**src/design/dbms_pkg.sv**
```systemverilog
// package for the debounced button move sequencer
// holds widths, reset values, register indexes and shared types; no dependencies
`timescale 1ns / 1ps
`default_nettype none

package dbms_pkg;

	localparam int PENDING_LIMIT_DEF = 255;
	localparam int TIME_BITS_DEF     = 32;

	localparam int CFG_DATA_W = 24;
	localparam int CFG_ADDR_W = 3;
	localparam int POS_W      = 32;
	localparam int COUNT_W    = 8;
	localparam int MOVES_W    = 4;

	localparam logic [15:0] DEBOUNCE_TIME_RST     = 16'd50;
	localparam logic [15:0] MOVE_PAUSE_RST        = 16'd500;
	localparam logic [23:0] MOVE_DISTANCE_RST     = 24'd153600;
	localparam logic [3:0]  MOVES_PER_REQUEST_RST = 4'd3;
	localparam logic [15:0] ARRIVE_TOLERANCE_RST  = 16'd10;

	typedef enum logic [CFG_ADDR_W-1:0] {
		REG_DEBOUNCE_TIME     = 3'd0,
		REG_MOVE_PAUSE        = 3'd1,
		REG_MOVE_DISTANCE     = 3'd2,
		REG_MOVES_PER_REQUEST = 3'd3,
		REG_ARRIVE_TOLERANCE  = 3'd4
	} cfg_reg_t;

	typedef struct packed {
		logic [15:0]        debounce_time;
		logic [15:0]        move_pause;
		logic signed [23:0] move_distance;
		logic [MOVES_W-1:0] moves_per_request;
		logic [15:0]        arrive_tolerance;
	} cfg_t;

	typedef struct packed {
		logic               write_target;
		logic signed [31:0] target_value;
		logic               move_reached;
		logic               sequence_active;
		logic               request_queued;
		logic [COUNT_W-1:0] pending_count;
	} res_t;

endpackage

`default_nettype wire

```
**src/design/dbms_cfg.sv**
```systemverilog
// configuration registers of the move sequencer
// depends on dbms_pkg
`timescale 1ns / 1ps
`default_nettype none

module dbms_cfg (
	input  wire logic                            clk,
	input  wire logic                            arst_n,
	input  wire logic                            cfg_wen,
	input  wire logic [dbms_pkg::CFG_ADDR_W-1:0] cfg_addr,
	input  wire logic [dbms_pkg::CFG_DATA_W-1:0] cfg_wdata,
	output dbms_pkg::cfg_t                       cfg
);

	dbms_pkg::cfg_t cfg_q;

	always_ff @(posedge clk or negedge arst_n) begin
		if (!arst_n) begin
			cfg_q.debounce_time     <= dbms_pkg::DEBOUNCE_TIME_RST;
			cfg_q.move_pause        <= dbms_pkg::MOVE_PAUSE_RST;
			cfg_q.move_distance     <= dbms_pkg::MOVE_DISTANCE_RST;
			cfg_q.moves_per_request <= dbms_pkg::MOVES_PER_REQUEST_RST;
			cfg_q.arrive_tolerance  <= dbms_pkg::ARRIVE_TOLERANCE_RST;
		end else if (cfg_wen) begin
			unique case (dbms_pkg::cfg_reg_t'(cfg_addr))
				dbms_pkg::REG_DEBOUNCE_TIME:     cfg_q.debounce_time <= cfg_wdata[15:0];
				dbms_pkg::REG_MOVE_PAUSE:        cfg_q.move_pause <= cfg_wdata[15:0];
				dbms_pkg::REG_MOVE_DISTANCE:     cfg_q.move_distance <= cfg_wdata[23:0];
				dbms_pkg::REG_MOVES_PER_REQUEST: cfg_q.moves_per_request <= cfg_wdata[3:0];
				dbms_pkg::REG_ARRIVE_TOLERANCE:  cfg_q.arrive_tolerance <= cfg_wdata[15:0];
				default: ;
			endcase
		end
	end

	assign cfg = cfg_q;

endmodule

`default_nettype wire

```
**src/design/dbms_deb.sv**
```systemverilog
// button debouncer: flags every settled level change, both edges
// depends on dbms_pkg
`timescale 1ns / 1ps
`default_nettype none

module dbms_deb #(
	parameter int TIME_BITS = dbms_pkg::TIME_BITS_DEF
) (
	input  wire logic                 clk,
	input  wire logic                 arst_n,
	input  wire logic                 step,
	input  wire logic                 level,
	input  wire logic [TIME_BITS-1:0] now,
	input  wire logic [15:0]          debounce_time,
	output logic                      queued
);

	logic                 stable_q;
	logic                 prev_q;
	logic [TIME_BITS-1:0] change_time_q;
	logic [TIME_BITS-1:0] change_time_n;
	logic [TIME_BITS-1:0] elapsed;

	always_comb begin
		change_time_n = (level != prev_q) ? now : change_time_q;
		elapsed       = now - change_time_n;
		queued        = (elapsed > TIME_BITS'(debounce_time)) && (level != stable_q);
	end

	always_ff @(posedge clk or negedge arst_n) begin
		if (!arst_n) begin
			stable_q      <= 1'b1;
			prev_q        <= 1'b1;
			change_time_q <= '0;
		end else if (step) begin
			prev_q        <= level;
			change_time_q <= change_time_n;
			if (queued) begin
				stable_q <= level;
			end
		end
	end

endmodule

`default_nettype wire

```
**src/design/dbms_seq.sv**
```systemverilog
// request queue and move burst sequencer, one tick per step
// depends on dbms_pkg
`timescale 1ns / 1ps
`default_nettype none

module dbms_seq #(
	parameter int PENDING_LIMIT = dbms_pkg::PENDING_LIMIT_DEF,
	parameter int TIME_BITS     = dbms_pkg::TIME_BITS_DEF
) (
	input  wire logic                    clk,
	input  wire logic                    arst_n,
	input  wire logic                    step,
	input  wire logic                    queued,
	input  wire logic [TIME_BITS-1:0]    now,
	input  wire logic signed [31:0]      actual,
	input  wire dbms_pkg::cfg_t          cfg,
	output dbms_pkg::res_t               res
);

	localparam int PW = $clog2(PENDING_LIMIT + 1);

	logic [PW-1:0]                    pend_q, pend_inc, pend_n;
	logic                             busy_q, busy_n;
	logic [dbms_pkg::MOVES_W-1:0]     md_q, md_n;
	logic                             ta_q, ta_n;
	logic [31:0]                      tgt_q, tgt_n;
	logic [TIME_BITS-1:0]             fin_q, fin_n;
	logic [TIME_BITS-1:0]             since_fin;
	logic [31:0]                      diff, mag, offset;
	logic                             wr, reached;

	always_comb begin
		pend_inc  = (queued && (pend_q < PW'(PENDING_LIMIT))) ? pend_q + PW'(1) : pend_q;
		pend_n    = pend_inc;
		busy_n    = busy_q;
		md_n      = md_q;
		ta_n      = ta_q;
		tgt_n     = tgt_q;
		fin_n     = fin_q;
		wr        = 1'b0;
		reached   = 1'b0;
		offset    = {{8{cfg.move_distance[23]}}, cfg.move_distance};
		since_fin = now - fin_q;
		diff      = actual - tgt_q;
		mag       = diff[31] ? (32'd0 - diff) : diff;

		if (!busy_q && (pend_inc != '0)) begin
			md_n   = '0;
			busy_n = 1'b1;
			ta_n   = 1'b0;
			pend_n = pend_inc - PW'(1);
		end

		if (busy_n) begin
			if (md_n < cfg.moves_per_request) begin
				if (!ta_n) begin
					if (since_fin >= TIME_BITS'(cfg.move_pause)) begin
						tgt_n = actual + offset;
						ta_n  = 1'b1;
						wr    = 1'b1;
					end
				end else if (mag < {16'd0, cfg.arrive_tolerance}) begin
					md_n    = md_n + dbms_pkg::MOVES_W'(1);
					ta_n    = 1'b0;
					fin_n   = now;
					reached = 1'b1;
				end
			end else begin
				busy_n = 1'b0;
			end
		end

		res.write_target    = wr;
		res.target_value    = wr ? tgt_n : 32'd0;
		res.move_reached    = reached;
		res.sequence_active = busy_n;
		res.request_queued  = queued;
		res.pending_count   = dbms_pkg::COUNT_W'(pend_n);
	end

	always_ff @(posedge clk or negedge arst_n) begin
		if (!arst_n) begin
			pend_q <= '0;
			busy_q <= 1'b0;
			md_q   <= '0;
			ta_q   <= 1'b0;
			tgt_q  <= '0;
			fin_q  <= '0;
		end else if (step) begin
			pend_q <= pend_n;
			busy_q <= busy_n;
			md_q   <= md_n;
			ta_q   <= ta_n;
			tgt_q  <= tgt_n;
			fin_q  <= fin_n;
		end
	end

endmodule

`default_nettype wire

```
**src/design/debounced_button_move_sequencer_unit.sv**
```systemverilog
// top level of the debounced button move sequencer
// depends on dbms_pkg, dbms_cfg, dbms_deb and dbms_seq
`timescale 1ns / 1ps
`default_nettype none

// Takes one tick (button level, ms time, actual position) per beat and returns
// one result per tick. A tick is captured in an input register, its whole
// debounce and move-sequencing update is done combinationally, and the result is
// held in an output register: a new tick can be taken every cycle unless out_ready
// holds the output back. The output register and the input register each hold
// one beat, so one more tick is taken while a result waits, then in_ready drops.
// Configuration registers are written through cfg_wen/cfg_addr/cfg_wdata and
// should only change while no tick is in flight.

module debounced_button_move_sequencer_unit #(
	parameter int PENDING_LIMIT = dbms_pkg::PENDING_LIMIT_DEF,
	parameter int TIME_BITS     = dbms_pkg::TIME_BITS_DEF
) (
	input  wire logic                            clk,
	input  wire logic                            arst_n,
	input  wire logic                            cfg_wen,
	input  wire logic [dbms_pkg::CFG_ADDR_W-1:0] cfg_addr,
	input  wire logic [dbms_pkg::CFG_DATA_W-1:0] cfg_wdata,
	input  wire logic                            in_valid,
	output logic                                 in_ready,
	input  wire logic                            button_level,
	input  wire logic [31:0]                     time_ms,
	input  wire logic signed [31:0]              actual_position,
	output logic                                 out_valid,
	input  wire logic                            out_ready,
	output logic                                 write_target,
	output logic signed [31:0]                   target_value,
	output logic                                 move_reached,
	output logic                                 sequence_active,
	output logic                                 request_queued,
	output logic [dbms_pkg::COUNT_W-1:0]         pending_count
);

	dbms_pkg::cfg_t       cfg;
	dbms_pkg::res_t       res, res_q;
	logic                 valid_s1;
	logic                 level_s1;
	logic [TIME_BITS-1:0] time_s1;
	logic signed [31:0]   actual_s1;
	logic                 out_valid_q;
	logic                 advance;
	logic                 queued;

	assign advance  = valid_s1 && (!out_valid_q || out_ready);
	assign in_ready = !valid_s1 || advance;

	always_ff @(posedge clk or negedge arst_n) begin
		if (!arst_n) begin
			valid_s1    <= 1'b0;
			out_valid_q <= 1'b0;
		end else begin
			if (in_ready) begin
				valid_s1 <= in_valid;
			end
			if (advance) begin
				out_valid_q <= 1'b1;
			end else if (out_ready) begin
				out_valid_q <= 1'b0;
			end
		end
	end

	always_ff @(posedge clk) begin
		if (in_valid && in_ready) begin
			level_s1  <= button_level;
			time_s1   <= time_ms[TIME_BITS-1:0];
			actual_s1 <= actual_position;
		end
		if (advance) begin
			res_q <= res;
		end
	end

	dbms_cfg u_cfg (
		.clk       (clk),
		.arst_n    (arst_n),
		.cfg_wen   (cfg_wen),
		.cfg_addr  (cfg_addr),
		.cfg_wdata (cfg_wdata),
		.cfg       (cfg)
	);

	dbms_deb #(
		.TIME_BITS (TIME_BITS)
	) u_deb (
		.clk           (clk),
		.arst_n        (arst_n),
		.step          (advance),
		.level         (level_s1),
		.now           (time_s1),
		.debounce_time (cfg.debounce_time),
		.queued        (queued)
	);

	dbms_seq #(
		.PENDING_LIMIT (PENDING_LIMIT),
		.TIME_BITS     (TIME_BITS)
	) u_seq (
		.clk    (clk),
		.arst_n (arst_n),
		.step   (advance),
		.queued (queued),
		.now    (time_s1),
		.actual (actual_s1),
		.cfg    (cfg),
		.res    (res)
	);

	assign out_valid       = out_valid_q;
	assign write_target    = res_q.write_target;
	assign target_value    = res_q.target_value;
	assign move_reached    = res_q.move_reached;
	assign sequence_active = res_q.sequence_active;
	assign request_queued  = res_q.request_queued;
	assign pending_count   = res_q.pending_count;

`ifndef SYNTH
	a_issue_or_reach: assert property (@(posedge clk) disable iff (!arst_n)
		out_valid_q |-> !(res_q.write_target && res_q.move_reached))
		else $error("target issued and reached in the same tick");

	a_issue_in_burst: assert property (@(posedge clk) disable iff (!arst_n)
		(out_valid_q && res_q.write_target) |-> res_q.sequence_active)
		else $error("target issued outside a burst");

	a_reach_in_burst: assert property (@(posedge clk) disable iff (!arst_n)
		(out_valid_q && res_q.move_reached) |-> res_q.sequence_active)
		else $error("move reached outside a burst");

	a_step_fills_out: assert property (@(posedge clk) disable iff (!arst_n)
		advance |=> out_valid_q)
		else $error("processed tick did not reach the output register");
`endif

endmodule

`default_nettype wire
```
**config.mk**
```make
export PLATFORM = sky130hd
export DESIGN_NAME = debounced_button_move_sequencer_unit
export DESIGN_NICKNAME = d
export VERILOG_FILES = /design/src/design/dbms_pkg.sv /design/src/design/dbms_cfg.sv /design/src/design/dbms_deb.sv /design/src/design/dbms_seq.sv /design/src/design/debounced_button_move_sequencer_unit.sv
export SDC_FILE = /design/constraint.sdc
export NUM_CORES = 1
export LEC_CHECK = 0
export CORE_MARGIN = 2
export CORE_UTILIZATION = 60
export CTS_CLUSTER_DIAMETER = 100
export DETAILED_ROUTE_END_ITERATION = 8
export DONT_BUFFER_PORTS = 1
export GPL_TIMING_DRIVEN = 0
export PLACE_DENSITY = 0.78
export SLEW_MARGIN = 20
export SYNTH_ARGS = -nofsm -noshare
export SYNTH_HDL_FRONTEND = slang
export SYNTH_SLANG_ARGS = --single-unit
```
**constraint.sdc**
```tcl
create_clock -name clk -period 11.7 [get_ports clk]
set_input_delay 1.17 -clock clk [delete_from_list [all_inputs] [get_ports clk]]
set_output_delay 1.17 -clock clk [all_outputs]
set_load 0.005 [all_outputs]
```
==> results.md, run 1 <==
* CTS clk-pin slew, worst paths at 0.06 ns
* Maximum number of pins on one net before global-route repair at 191
* Top delay family on crit path: simple AND/OR/NAND/NOR gates
* Synth warn at 0
* Final ANT Viol Nets at 0
* Cell count after placement at 2613
* Final estimated routing congestion in global placement at 0.940
* CP startpoint kind: flip-flop
* Clock tree from TritonCTS: built
* Share of flip-flops with an asynchronous set or reset at 0.635
* DP HPWL at 40.6 mm
* Total via count after detailed routing at 16600
* Top layer in use: met5
* Global Route Usage Sum at 0.294
* Time the final worst path needs with I/O delays and setup at 11.09 ns
* Final max-slew violation count at 0
* Total of fill cells in the finished design at 2724
* Final worst clock skew at 0.0255 ns
* Final setup TNS at 0 ns
* Synth cell types at 94
* Cell with the largest stage delay on the worst path: edfxtp_1
* Starting density of the core at 0.607
* Overall die height at 191 microns
* Port-buffer cells at 0
* Residual overflow from global routing at 0
* Sequential power share at 0.268
* DIE AREA at 36300 sq um
* Worst hold-check path type: input pin to asynchronous set/reset pin
* Clock latency on the worst-skew pair at 0.57 ns
* Register area share after synthesis at 0.386
* Initial antenna violation count at 3
* Via count of the first global-routing pass at 16400
* Number of buffers added by the clock tree synthesis step at 35
* Worst-path fanout max at 10
* Critical path's largest stage delay at 0.54 ns
* Final setup violation count at 0
* Clock tree root driver cell: clkbuf_16
* Final design instance area without fill at 22700 sq um
* First-pass GRT wire length at 84.3 mm
* Switching power at 2.38 mW
* Fraction of layout instances using a drive strength above 1 at 0.106
* Leakage Power at 9.78 nW
* Maximum resistive drop on vdd at 152 uV
* Buffering stage count on the worst path with inverters included at 9
* Cell area after synthesis at 20900 sq um
* Number of placed I/O pins at 143
* Share of the core filled with cells in the final layout at 0.660
* Worst endpoint data arrival time at 11.52 ns
* Slew at the pin with the worst max-slew slack at 0.832 ns
* Sink Count at 299
* Register area at 8050 sq um
* Placement row count at 68
* Average vias per placed instance at 6.18
* DRC Markers at 0
* Number of endpoints with negative hold slack in the final report at 0
* DR WL met2 at 26.2 mm
* Sw Share at 0.423
* First-iteration detailed-routing DRC count at 1036
* Max-cap violation count at 0
* Non-filler instance count after layout at 2680
* Number of H-tree branching levels at 2
* P&R area growth vs syn at 8.71%
* Most used flip-flop cell after synthesis: dfrtp_1
* Synth Area per Inst at 9.68 sq um
* Post-Place Cell Area at 21500 sq um
* Worst max-slew margin expressed relative to the limit at 0.445
* Part of the power in the clock network at 0.201
* Post-detailed-routing wire length at 53.4 mm
* Post-layout power at 5.64 mW
* Startpoint-to-endpoint class of the critical path: flip-flop to flip-flop
* Final Hold Slack at 0.317 ns
* Area inside the core boundary at 34400 sq um
* Multi-input logic area at 11900 sq um
* Sum of met3 wire segment lengths after detailed routing at 2.85 mm
* Pre-CTS setup slack at -0.526 ns
* Most used cell along the critical path: ha_1
* Number of buffers inserted for hold repair after clock tree synthesis at 0
* Required @ worst endpoint at 12.13 ns
* Proportion of power drawn by combinational gates at 0.531
* Number of buffers on the longest clock path at 3
* Final period utilization at 0.948
* Pwr Density at 248 nW/um^2
* Post-Synthesis Net Count at 2426
* Setup repair after global routing missed its margin: no
* Mapped Cells at 2157
* Final setup margin at 0.613 ns
* Number of iterations in the first detailed-routing pass at 6
* Synthesis-stage register bit count at 299
* Status: finished, final reports clean
* Wire length per cell at 19.9 microns
* Fmax achieved at 0.0902 GHz
* Die width at 191 microns
* Sort of element at the end of the critical path: flip-flop
* Total routed wire length on the met1 layer at 21.9 mm
* Number of nets in the finished design at 2466
* Count of flip-flops with a built-in enable after synthesis at 109
* Internal Dissipation at 3.25 mW
power groups by stage:
stage                     clock network (mW)  registers, mW  logic (mW)
final                                   1.13           1.51        2.99
after global routing                    1.19           1.54        3.30
after CTS                               1.16           1.51        2.95
after detailed placement                   0           1.53        2.93
after global placement                     0           1.52        2.83
after floorplan                            0           1.48        2.28
cell families after synthesis:
family | synth area share
mux | 0.0813
compound gates | 0.181
fa+ha+maj | 0.107
buf+inv | 0.0446
flops | 0.386
xor+xnor | 0.0591
simple gates | 0.142
final cells by class:
class | instances | share of cell area
inverter | 174 | 0.0288
sequential | 299 | 0.355
clock inverter | 17 | 0.00838
tap | 455 | 0.0251
clock buffer | 47 | 0.0441
antenna | 1 | 0.000110
timing repair buffer | 3 | 0.00187
multi-input combinational | 1619 | 0.524
buffer | 65 | 0.0126
sequential cells by signal, indices dropped and copies added (netlist names), 4 cells and up:
signal and flops:
actual_s1 32, pending_count 8, target_value 32, time_s1 32, u_cfg.cfg 76, u_deb.change_time_q 32
u_seq.fin_q 32, u_seq.md_q 4, u_seq.pend_q 8, u_seq.tgt_q 32
worst reg2reg max path: cells and delay by family, from the launching register on:
kind,cells,cell delay (ns)
xor gates and xnor gates,2,0.69
adders and majority gates,5,1.17
and+or+nand+nor,16,2.83
muxes,2,0.68
AOI/OAI and AO/OA,12,2.81
buffers and inverters,9,2.26
DFF,1,0.54
path summary, 6_finish.rpt:
check / start / to / slack, ns / cells past startpoint
setup reg to reg: level_s1$_DFFE_PP_ / u_seq.tgt_q[26]$_DFFE_PN0P_ / 0.61 / 46
setup / recovery: level_s1$_DFFE_PP_ / u_seq.tgt_q[26]$_DFFE_PN0P_ / 0.61 / 46
hold reg to reg: u_seq.fin_q[5]$_DFFE_PN0P_ / u_seq.fin_q[5]$_DFFE_PN0P_ / 0.48 / 2
max in group asynchronous: arst_n / u_cfg.cfg[37]$_DFFE_PN1P_ / 11.03 / 0
min in group clk: u_seq.fin_q[5]$_DFFE_PN0P_ / u_seq.fin_q[5]$_DFFE_PN0P_ / 0.48 / 2
hold / removal: arst_n / u_seq.pend_q[4]$_DFFE_PN0P_ / 0.32 / 0
repair_timing:
action	in CTS	in global routing
setup buffers	2	0
gates resized for setup	0	6
pin swaps	1	0
cloned	0	0
setup endpoints to repair	86	101
synth_stat cells, types with 35 or more instances:
cell type | instances | share of area
nand2_1 | 174 | 0.031
inv_1 | 173 | 0.031
dfrtp_1 | 171 | 0.20
ha_1 | 169 | 0.10
o21ai_0 | 134 | 0.032
a21oi_1 | 130 | 0.031
edfxtp_1 | 109 | 0.16
nor2_1 | 107 | 0.019
mux2_2 | 87 | 0.047
xnor2_1 | 81 | 0.034
a21o_1 | 69 | 0.025
xor2_1 | 58 | 0.024
nor2b_1 | 52 | 0.016
clkbuf_1 | 47 | 0.0084
nor3_1 | 43 | 0.010
nand3_1 | 40 | 0.0096
mux2i_1 | 35 | 0.017
placed cells by master, fill, tap and decap left out, types with 9 or more instances in the layout:
cell and count:
dfstp_2 19, o21ai_0 134, a211o_1 9, mux2_2 87, nor3_1 43, nand3_1 40, a21boi_0 16, nand2_1 174
o31ai_1 12, mux2_4 20, a21o_1 69, o21bai_1 16, and3_1 17, o21a_1 24, dfrtp_1 171, clkbuf_16 35
xor2_1 58, a31oi_1 23, inv_1 173, o211ai_1 12, a21oi_1 129, or3_1 19, nand2b_1 27, ha_1 169
nor2_1 107, xnor2_1 81, nand4_1 27, and2_1 22, nor2b_1 52, clkbuf_1 48, a211oi_1 14, mux2i_1 35
edfxtp_1 109, nor4_1 14
routing by layer:
layer / GRT usage / vias up
li1: - / 7925
met1: 0.349 / 7965
met2: 0.517 / 523
met3: 0.0561 / 153
met4: 0.132 / 4
met5: 0 / -
No activity file was read; power rests on OpenSTA's default activity.
==> run 2, diff against run 1 <==
--- a/config.mk
+++ b/config.mk
@@ -5,13 +5,15 @@
 export SDC_FILE = /design/constraint.sdc
 export NUM_CORES = 1
 export LEC_CHECK = 0
+export CELL_PAD_IN_SITES_DETAIL_PLACEMENT = 1
+export CELL_PAD_IN_SITES_GLOBAL_PLACEMENT = 1
 export CORE_MARGIN = 2
-export CORE_UTILIZATION = 60
+export CORE_UTILIZATION = 51
 export CTS_CLUSTER_DIAMETER = 100
 export DETAILED_ROUTE_END_ITERATION = 8
 export DONT_BUFFER_PORTS = 1
 export GPL_TIMING_DRIVEN = 0
-export PLACE_DENSITY = 0.78
+export PLACE_DENSITY = 0.83
 export SLEW_MARGIN = 20
 export SYNTH_ARGS = -nofsm -noshare
 export SYNTH_HDL_FRONTEND = slang
==> results.md, run 2 (synthesis results as in run 1) <==
* Post-Place Cell Area at 21600 sq um
* Worst max-slew margin expressed relative to the limit at 0.369
* Final setup violation count at 0
* DRC Markers at 0
* Final worst clock skew at 0.0154 ns
* Sink Count at 299
* Via count of the first global-routing pass at 18000
* Number of buffers added by the clock tree synthesis step at 35
* Clock tree root driver cell: clkbuf_16
* Wire length per cell at 22.6 microns
* Starting density of the core at 0.514
* Fmax achieved at 0.0895 GHz
* Number of endpoints with negative hold slack in the final report at 0
* Pre-CTS setup slack at -1.36 ns
* Maximum resistive drop on vdd at 134 uV
* DIE AREA at 42600 sq um
* Time the final worst path needs with I/O delays and setup at 11.17 ns
* Die width at 206 microns
* Residual overflow from global routing at 0
* Final setup margin at 0.526 ns
* Initial antenna violation count at 2
* Final max-slew violation count at 0
* Final period utilization at 0.955
* Total of fill cells in the finished design at 4554
* Number of H-tree branching levels at 2
* Final ANT Viol Nets at 0
* Worst hold-check path type: input pin to asynchronous set/reset pin
* Fraction of layout instances using a drive strength above 1 at 0.108
* Final design instance area without fill at 22900 sq um
* Leakage Power at 9.82 nW
* Most frequent standard cell in the layout excluding fill and tap cells: nand2_1
* Required @ worst endpoint at 12.12 ns
* Post-detailed-routing wire length at 62.4 mm
* Global Route Usage Sum at 0.296
* Number of placed I/O pins at 143
* Port-buffer cells at 0
* Commonest cells after routing, fill and taps aside: 174 x nand2_1, 173 x inv_1, 171 x dfrtp_1, 169 x ha_1, 134 x o21ai_0
* Slew at the pin with the worst max-slew slack at 0.947 ns
* Antenna cells at 0
* Cell with the largest stage delay on the worst path: edfxtp_1
* Most used cell along the critical path: ha_1
* Clock latency on the worst-skew pair at 0.55 ns
* Critical path's largest stage delay at 0.58 ns
* First-pass GRT wire length at 98.2 mm
* Number of cells on the critical path at 46
* Placement row count at 74
* Average vias per placed instance at 6.12
* Clock tree from TritonCTS: built
* Area inside the core boundary at 40600 sq um
* Number of nets in the finished design at 2467
* First-iteration detailed-routing DRC count at 803
* Final estimated routing congestion in global placement at 0.931
* DP HPWL at 47.8 mm
* Worst-path fanout max at 10
* Status: finished, final reports clean
* Buffering stage count on the worst path with inverters included at 9
* Number of cells on the worst reg-to-reg path at 46
* Overall die height at 206 microns
* CTS clk-pin slew, worst paths at 0.07 ns
* Pwr Density at 254 nW/um^2
* Number of buffers on the longest clock path at 3
* P&R area growth vs syn at 9.44%
* Max-cap violation count at 0
* Top delay family on crit path: compound AO/OA/AOI/OAI gates
* Total via count after detailed routing at 16900
* Number of flip-flops in the largest register at 76
* CP startpoint kind: flip-flop
* Worst endpoint data arrival time at 11.59 ns
* Sort of element at the end of the critical path: flip-flop
* Maximum number of pins on one net before global-route repair at 191
* Number of buffers inserted for hold repair after clock tree synthesis at 0
* Number of iterations in the first detailed-routing pass at 4
* Startpoint-to-endpoint class of the critical path: flip-flop to flip-flop
[run 2: final timing paths]
check                                                 from                          end  slack [ns]
worst max-delay path                    level_s1$_DFFE_PP_  u_seq.tgt_q[26]$_DFFE_PN0P_        0.53
worst min-delay path                                arst_n  u_seq.pend_q[2]$_DFFE_PN0P_        0.32
min in group clk                u_seq.fin_q[5]$_DFFE_PN0P_   u_seq.fin_q[5]$_DFFE_PN0P_        0.49
worst min register to register  u_seq.fin_q[5]$_DFFE_PN0P_   u_seq.fin_q[5]$_DFFE_PN0P_        0.49
worst max register to register          level_s1$_DFFE_PP_  u_seq.tgt_q[26]$_DFFE_PN0P_        0.53
max in group asynchronous                           arst_n    u_cfg.cfg[37]$_DFFE_PN1P_       11.01
[run 2: metrics by stage]
step           cells  power, mW  TNS, ns  utilization  hold WS [ns]
3_3_place_gp    2689       4.41   -61.47        0.530         0.461
4_1_cts         2755       5.80        0        0.562         0.299
2_1_floorplan   2157       3.76        0            -         0.449
6_report        2755       5.80        0        0.562         0.321
3_5_place_dp    2691       4.58  -109.20        0.532         0.473
5_1_grt         2755       6.21   -0.400        0.562         0.296
[run 2: where the power goes]
part	switching (mW)	internal [mW]	leakage, nW
Combinational	1.89	1.23	5.85
Clock	0.457	0.704	0.596
Sequential	0.161	1.37	3.37
Total	2.50	3.30	9.82
[run 2: metal layers]
layer | routed length [microns] | global-route usage | up-vias
met5 | 26 | 0 | -
met4 | 2360 | 0.116 | 4
met3 | 2330 | 0.0424 | 135
met2 | 31800 | 0.537 | 354
met1 | 25900 | 0.353 | 8457
li1 | - | - | 7900
[run 2: final cells by class]
cell class,instances,area [sq um],share of cell area
Clock buffer,46,987,0.0432
Buffer,65,289,0.0126
Tap cell,532,666,0.0291
Inverter,174,653,0.0286
Sequential cell,299,8050,0.352
Timing Repair Buffer,4,70.1,0.00307
Multi-Input combinational cell,1619,11900,0.522
Clock inverter,16,210,0.00920
[run 2: worst register-to-register path: cells and delay by family, from the launching register on]
| family | cells | cell delay [ns] |
|---|---|---|
| AND/OR/NAND/NOR | 15 | 2.80 |
| multiplexers | 2 | 0.69 |
| AO/OA/AOI/OAI | 13 | 3.19 |
| adder cells (fa/ha/maj) | 5 | 1.15 |
| buffers and inverters | 9 | 2.16 |
| XOR/XNOR | 2 | 0.50 |
| flip-flops | 1 | 0.58 |
[run 2: timing repair]
item,in CTS,in global routing
pin swaps,1,0
setup buffers,2,0
resized for setup,4,7
endpoints found under the hold margin,0,0
gates cloned,0,0
setup endpoints to repair,105,90
